## config.mk

```make
export PLATFORM = sky130hd
export DESIGN_NAME = mle_ctrl
export DESIGN_NICKNAME = d
export VERILOG_FILES = /design/src/mle_pkg.sv /design/src/mle_ctrl.sv
export SDC_FILE = /design/constraint.sdc
export NUM_CORES = 1
export LEC_CHECK = 0
export ABC_AREA = 1
export BUFFER_PORTS_ARGS = -buffer_cell sky130_fd_sc_hd__buf_2
export CORE_MARGIN = 2
export CORE_UTILIZATION = 43
export CTS_BUF_LIST = sky130_fd_sc_hd__clkbuf_2
export DETAILED_ROUTE_END_ITERATION = 10
export PLACE_DENSITY = 0.75
export RECOVER_POWER = 25
export SLEW_MARGIN = 20
export SYNTH_ARGS = -nofsm -noshare
export SYNTH_HDL_FRONTEND = slang
export SYNTH_SLANG_ARGS = --single-unit
```

## constraint.sdc

```tcl
create_clock -name clk -period 2.1 [get_ports clk]
set_input_delay 0.42 -clock clk [delete_from_list [all_inputs] [get_ports clk]]
set_output_delay 0.42 -clock clk [all_outputs]
set_load 0.02 [all_outputs]
```

## src/mle_pkg.sv

```systemverilog
// Shared types and constants of the monotone lower envelope block.
package mle_pkg;

    localparam int SLOPE_W = 16;
    localparam int OFFSET_W = 32;
    localparam int TAKE_W = 34;
    localparam int VALUE_W = 34;
    localparam int COUNT_W = 11;
    localparam int ENTRY_W = SLOPE_W + OFFSET_W + TAKE_W;

    localparam logic signed [OFFSET_W-1:0] SENTINEL_OFFSET = 32'sd1000000000;
    localparam logic signed [TAKE_W-1:0] FAR_LEFT_X = -34'sd1000000000;

    typedef enum logic [1:0] {
        MODE_ADD   = 2'd0,
        MODE_QUERY = 2'd1,
        MODE_CLEAR = 2'd2,
        MODE_NONE  = 2'd3
    } mode_t;

    typedef enum logic [1:0] {
        STATUS_OK        = 2'd0,
        STATUS_FULL      = 2'd1,
        STATUS_EQ_SLOPE  = 2'd2
    } status_t;

    typedef enum logic [3:0] {
        ST_IDLE,
        ST_WALK_RD,
        ST_WALK_MUL,
        ST_WALK_CMP,
        ST_DECIDE,
        ST_DIV,
        ST_QRY_TEST,
        ST_QRY_CMP,
        ST_EVAL_RD,
        ST_EVAL_MUL,
        ST_EVAL_ADD,
        ST_FIN
    } state_t;

    typedef struct packed {
        logic    load;
        logic    clear;
        logic    rd_top;
        logic    mul_walk;
        logic    pop;
        logic    div_start;
        logic    push;
        logic    rd_mid;
        logic    bs_step;
        logic    rd_idx;
        logic    mul_eval;
        logic    value_en;
        logic    out_load;
        status_t status;
    } cmd_t;

    typedef struct packed {
        logic pop_ok;
        logic d_zero;
        logic slope_eq;
        logic full;
        logic div_done;
        logic count_zero;
        logic out_busy;
    } stat_t;

endpackage

```

## src/mle_ctrl.sv

```systemverilog
// Sequencer that steps the datapath through add, query and clear transactions.
module mle_ctrl (
    input  logic            clk,
    input  logic            rst_n,
    input  logic            in_valid,
    input  logic [1:0]      mode,
    output logic            in_ready,
    input  mle_pkg::stat_t  stat,
    output mle_pkg::cmd_t   cmd
);

    mle_pkg::state_t  state_reg, state_next;
    mle_pkg::status_t st_reg, st_next;

    always_ff @(posedge clk or negedge rst_n)
    begin
        if (!rst_n)
        begin
            state_reg <= mle_pkg::ST_IDLE;
            st_reg <= mle_pkg::STATUS_OK;
        end
        else
        begin
            state_reg <= state_next;
            st_reg <= st_next;
        end
    end

    always_comb
    begin
        state_next = state_reg;
        st_next = st_reg;
        cmd = '0;
        cmd.status = st_reg;
        in_ready = 1'b0;
        unique case (state_reg)
            mle_pkg::ST_IDLE:
            begin
                in_ready = 1'b1;
                if (in_valid)
                begin
                    cmd.load = 1'b1;
                    st_next = mle_pkg::STATUS_OK;
                    unique case (mle_pkg::mode_t'(mode))
                        mle_pkg::MODE_ADD:   state_next = mle_pkg::ST_WALK_RD;
                        mle_pkg::MODE_QUERY: state_next = mle_pkg::ST_QRY_TEST;
                        mle_pkg::MODE_CLEAR:
                        begin
                            cmd.clear = 1'b1;
                            state_next = mle_pkg::ST_FIN;
                        end
                        mle_pkg::MODE_NONE:  state_next = mle_pkg::ST_FIN;
                    endcase
                end
            end
            mle_pkg::ST_WALK_RD:
            begin
                if (stat.d_zero)
                begin
                    state_next = mle_pkg::ST_DECIDE;
                end
                else
                begin
                    cmd.rd_top = 1'b1;
                    state_next = mle_pkg::ST_WALK_MUL;
                end
            end
            mle_pkg::ST_WALK_MUL:
            begin
                cmd.mul_walk = 1'b1;
                state_next = mle_pkg::ST_WALK_CMP;
            end
            mle_pkg::ST_WALK_CMP:
            begin
                if (stat.pop_ok)
                begin
                    cmd.pop = 1'b1;
                    state_next = mle_pkg::ST_WALK_RD;
                end
                else
                begin
                    state_next = mle_pkg::ST_DECIDE;
                end
            end
            mle_pkg::ST_DECIDE:
            begin
                priority if (!stat.d_zero && stat.slope_eq)
                begin
                    st_next = mle_pkg::STATUS_EQ_SLOPE;
                    state_next = mle_pkg::ST_FIN;
                end
                else if (stat.full)
                begin
                    st_next = mle_pkg::STATUS_FULL;
                    state_next = mle_pkg::ST_FIN;
                end
                else if (stat.d_zero)
                begin
                    cmd.push = 1'b1;
                    state_next = mle_pkg::ST_FIN;
                end
                else
                begin
                    cmd.div_start = 1'b1;
                    state_next = mle_pkg::ST_DIV;
                end
            end
            mle_pkg::ST_DIV:
            begin
                if (stat.div_done)
                begin
                    cmd.push = 1'b1;
                    state_next = mle_pkg::ST_FIN;
                end
            end
            mle_pkg::ST_QRY_TEST:
            begin
                if (stat.count_zero)
                begin
                    state_next = mle_pkg::ST_EVAL_RD;
                end
                else
                begin
                    cmd.rd_mid = 1'b1;
                    state_next = mle_pkg::ST_QRY_CMP;
                end
            end
            mle_pkg::ST_QRY_CMP:
            begin
                cmd.bs_step = 1'b1;
                state_next = mle_pkg::ST_QRY_TEST;
            end
            mle_pkg::ST_EVAL_RD:
            begin
                cmd.rd_idx = 1'b1;
                state_next = mle_pkg::ST_EVAL_MUL;
            end
            mle_pkg::ST_EVAL_MUL:
            begin
                cmd.mul_eval = 1'b1;
                state_next = mle_pkg::ST_EVAL_ADD;
            end
            mle_pkg::ST_EVAL_ADD:
            begin
                cmd.value_en = 1'b1;
                state_next = mle_pkg::ST_FIN;
            end
            mle_pkg::ST_FIN:
            begin
                // Hold here until the previous result has left the output register.
                if (!stat.out_busy)
                begin
                    cmd.out_load = 1'b1;
                    state_next = mle_pkg::ST_IDLE;
                end
            end
            default:
            begin
                state_next = mle_pkg::ST_IDLE;
            end
        endcase
    end

endmodule

```

**Yosys cells after proc, flatten, opt, wreduce, memory -nomap -nowiden**

Index checks and enable logic that the tools add are counted.

- Reduce and logical (&&, ||, !) cells: 8
- Multipliers: 0
- Div/mod/pow operators: 0
- Multiplexer cells: 38
- Shift-type cells: 0
- Magnitude comparators: 0
- Add/subtract/negate cells: 0
- Eq/ne operators: 18
- Bitwise operators: 0

Operators with widths:

| operator | number |
|---|---|
| one-hot mux 4 bit (12 select lines) | 1 |
| 2-to-1 mux 4 bit | 7 |
| 2-to-1 mux 1 bit | 18 |
| == test 4 x 3 -> 1 bit, second input constant | 4 |
| == test 4 bit, second input constant | 4 |
| 2-to-1 mux 2 bit | 7 |
| one-hot mux 4 bit (3 select lines) | 1 |
| == test 4 x 2 -> 1 bit, second input constant | 2 |
| 2-to-1 mux 3 bit | 2 |
| != test 2 bit, second input constant | 3 |
| AND reduction 3 bit | 2 |
| == test 2 bit, second input constant | 2 |
| == test 4 x 1 -> 1 bit, second input constant | 1 |
| logical NOT 4 bit | 1 |
| one-hot mux 2 bit (2 select lines) | 1 |
| != test 3 bit, second input constant | 1 |
| == test 2 x 1 -> 1 bit, second input constant | 1 |
| logical NOT 2 bit | 1 |
| one-hot mux 1 bit (2 select lines) | 1 |
| nonzero test 2 bit | 1 |
| OR reduction 2 bit | 1 |
| logical AND 1 bit | 1 |
| logical NOT 1 bit | 1 |

- Word-level logic and storage cells: 66
- Flip-flop bits (word level): 6
- Bits in latches: 0
- Output and inout bits: 16
- Input port bits: 12
- Memories kept: 0
- Bits in writable memories: 0
- ROM bits: 0

**Depth between registers and ports, before layout**

- Depth in word-level cells: 5
- Mapped depth: 9
- Gate-level depth less buffers: 9

**Worst setup path before layout**

No wires, ideal clock.

- Path type: register to output
- From: register state_reg[2]
- To: output port cmd[13] (netlist bit)
- Cell stages (with the launch flop): 6
- Path slack: 0.168 ns
- Buffers on the path: 0
- Arrival: 1.512 ns
- Required time: 1.680 ns
- Cell sequence: dfrtp_1 -> nor2_2 -> nand2_2 -> nor2_2 -> inv_1 -> nor3_1

RTL lines:

| element | line | text |
|---|---|---|
| start: declaration | mle_ctrl.sv:12 | `mle_pkg::state_t state_reg, state_next;` |
| start signal: assignment | mle_ctrl.sv:19 | `state_reg <= mle_pkg::ST_IDLE;` |
| start signal: assignment | mle_ctrl.sv:24 | `state_reg <= state_next;` |
| end: declaration | mle_ctrl.sv:9 | `output mle_pkg::cmd_t cmd` |

==> results.toml <==
[status]
status = "completed"

[yosys]
netlist_instances = 107
yosys_warnings = 0
yosysSeqAreaShare_pct = 25.48
yosys.area.top_type = "dfrtp_1"
synth_area_um2 = 589.3
synth_area_leaders = "dfrtp_1 25%, nand2_1 20%, inv_1 13%, nor2_1 12%, nand3_1 6.8%"
synth-seq-cells = 6
syn_nets = 119
syn-mean-instance-area_um2 = 5.508
synth_cell_type_count = 18
synth_top_cell_area_share_pct = 25.48

[place]
gp_congestion = 0.8342
place_hpwl_um = 1373
io_buffers = 27
dp.cells = 149

[sta]
finalSetupViolCount = 0
rsz0062_at_grt = "no"
max_freq_ghz = 0.5056
slew_violations = 0
slew_headroom_pct = 75.65
skew_ns = 0.009622
tns_ns = 0
layout_min_cycle_time_ns = 1.978
finalHoldViolations = 0
worst_slew_pin_slew_ns = 0.3624
final.period_utilization_pct = 94.19

[cells_and_area]
final_cell_mix = "31 x nand2_1, 25 x buf_2, 21 x inv_1, 19 x nor2_1, 8 x nand3_1"
drive_gt1_share_pct = 27.54
final_cells = 153
diodes = 0
layout_commonest_cell = "nand2_1"
area_growth_pct = 29.94
largest_register_ffs = 4
nets = 152

[routing]
highest_layer = "met3"
routed_wl_um = 1605
drc_errors = 0
ant_nets = 0
wl_met2_um = 780
wl_met1_um = 694
vias = 744
routed-wl-met3_um = 130
dr.pass1.iters = 4
drt_iter0_drc = 31
wire_per_inst_um = 10.49
vias_per_cell = 4.863

[floorplan]
rows = 13
dieArea_um2 = 1683
core_area_um2 = 1285
start_util_pct = 45.86
die_w_um = 41.02
die_h_um = 41.02
io_pins = 28

[cts]
cts_tree = "yes"
clk_latency_ns = 0.22
cts_root_buf = "clkbuf_2"
cts_resized = 0
path_clk_slew_ns = 0.07
numCtsBuffers = 3
cts.path.max_buffers = 2
cts.sinks = 6
h-tree-depth = 1

[setup_path]
r2r_cells = 7
crit_type = "flop to output pin"
crit_buf_inv = 2
cp_max_fo = 5
worstReg2RegEnd = "state_reg[3]"
r2r-start = "state_reg[3]"
r2r_setup_slack_ns = 0.73
arrival_ns = 1.56
cpLargestDelayFamily = "simple AND/OR/NAND/NOR gates"
endpoint_kind = "output pin"
crit_top_cell = "nor2_2"
path_cells = "nor2_2 > nand2_2 > nor2_2 > inv_1 > nor3_1 > buf_2"
crit_start = "state_reg[2]"
crit_path_start_kind = "flop"
crit_slowest_cell = "dfrtp_1"
slowest_delay_ns = 0.42
cp.required_ns = 1.68

[min_path]
hp-start = "stat[0]"
min_to = "state_reg[1]"
hold_depth = 3
min_path_type = "primary input to flop"

[power_and_ir_drop]
p_per_area_nw_per_um2 = 1301
peakVddDrop_mv = 0.7820
p_leak_uw = 0.0005215

[grt]
grt_pass1_vias = 602
grt.total_usage_pct = 22.54
overflow = 0
grt_max_degree = 7
antenna_found_initial = 0
grt_pass1_wl_um = 2380

[job]
cap_violations = 0
-- layer usage --
metal,track usage (%),vias to the layer above
met5,0,-
met4,12.50,0
met3,0,0
met2,37.89,35
met1,29.10,318
li1,-,391
-- cell type report --
cell class / instances / area, um2
multi-input cells: 77 / 349.1
well taps: 15 / 18.77
flip-flops and latches: 6 / 150.1
inverters: 24 / 90.09
fillers: 135 / 519.2
repair buffers: 28 / 142.6
clock buffers: 3 / 15.01
-- tightest hold or removal path: stages --
cell and delay, ns:
buf_2 0.11, nand3_1 0.12, nand2_1 0.06
-- what timing repair did --
item                                   in CTS  in global routing
endpoints found under the hold margin       3                  0
hold buffers                                1                  0
setup buffers                               0                  0
-- synth_stat cells --
cell type and n:
a31o_2 1, nand2_2 1, o21ai_0 3, nor2_4 1, nand3b_1 1, nor2_2 4, nand2_1 31, inv_1 21
a211oi_1 1, nor4_1 1, dfrtp_1 6, o21ai_1 1, a21oi_1 2, nor3_1 2, inv_2 3, nand3_1 8
nor2_1 19, o32ai_1 1
-- worst max path at each step --
stage / endpoint / cells past startpoint
after floorplan: cmd[13] / 5
after global placement: cmd[13] / 6
after detailed placement: cmd[13] / 6
after CTS: cmd[13] / 6
after global routing: cmd[13] / 6
final: cmd[13] / 6
-- through the flow --
stage	utilization (%)	hold WS, ns	power (uW)	setup WS (ns)	cell area (um2)
CTS	59.79	0.5167	1003	0.1084	768.2
global route	59.59	0.5522	1111	0.01547	765.7
floorplan	-	0.1244	726.5	0.1685	589.3
global placement	57.84	0.2441	906.5	0.4521	743.2
detailed placement	57.84	0.2454	914.8	0.3626	743.2
finish	59.59	0.5268	996.6	0.1220	765.7
-- power by group --
| part | switching [uW] | leakage (uW) | internal (uW) | total, uW |
|---|---|---|---|---|
| Sequential | 55.2 | 0.0000769 | 174 | 230 |
| Clock | 42.0 | 0.0000125 | 38.7 | 80.7 |
| Combinational | 467 | 0.000432 | 220 | 686 |
| Total | 564 | 0.000521 | 433 | 997 |
-- cell families after synthesis --
family	share of synthesized area [%]
compound gates	9.341
flops	25.48
buf+inv	15.29
simple gates	49.90
Power figures use the tool's default switching activity.
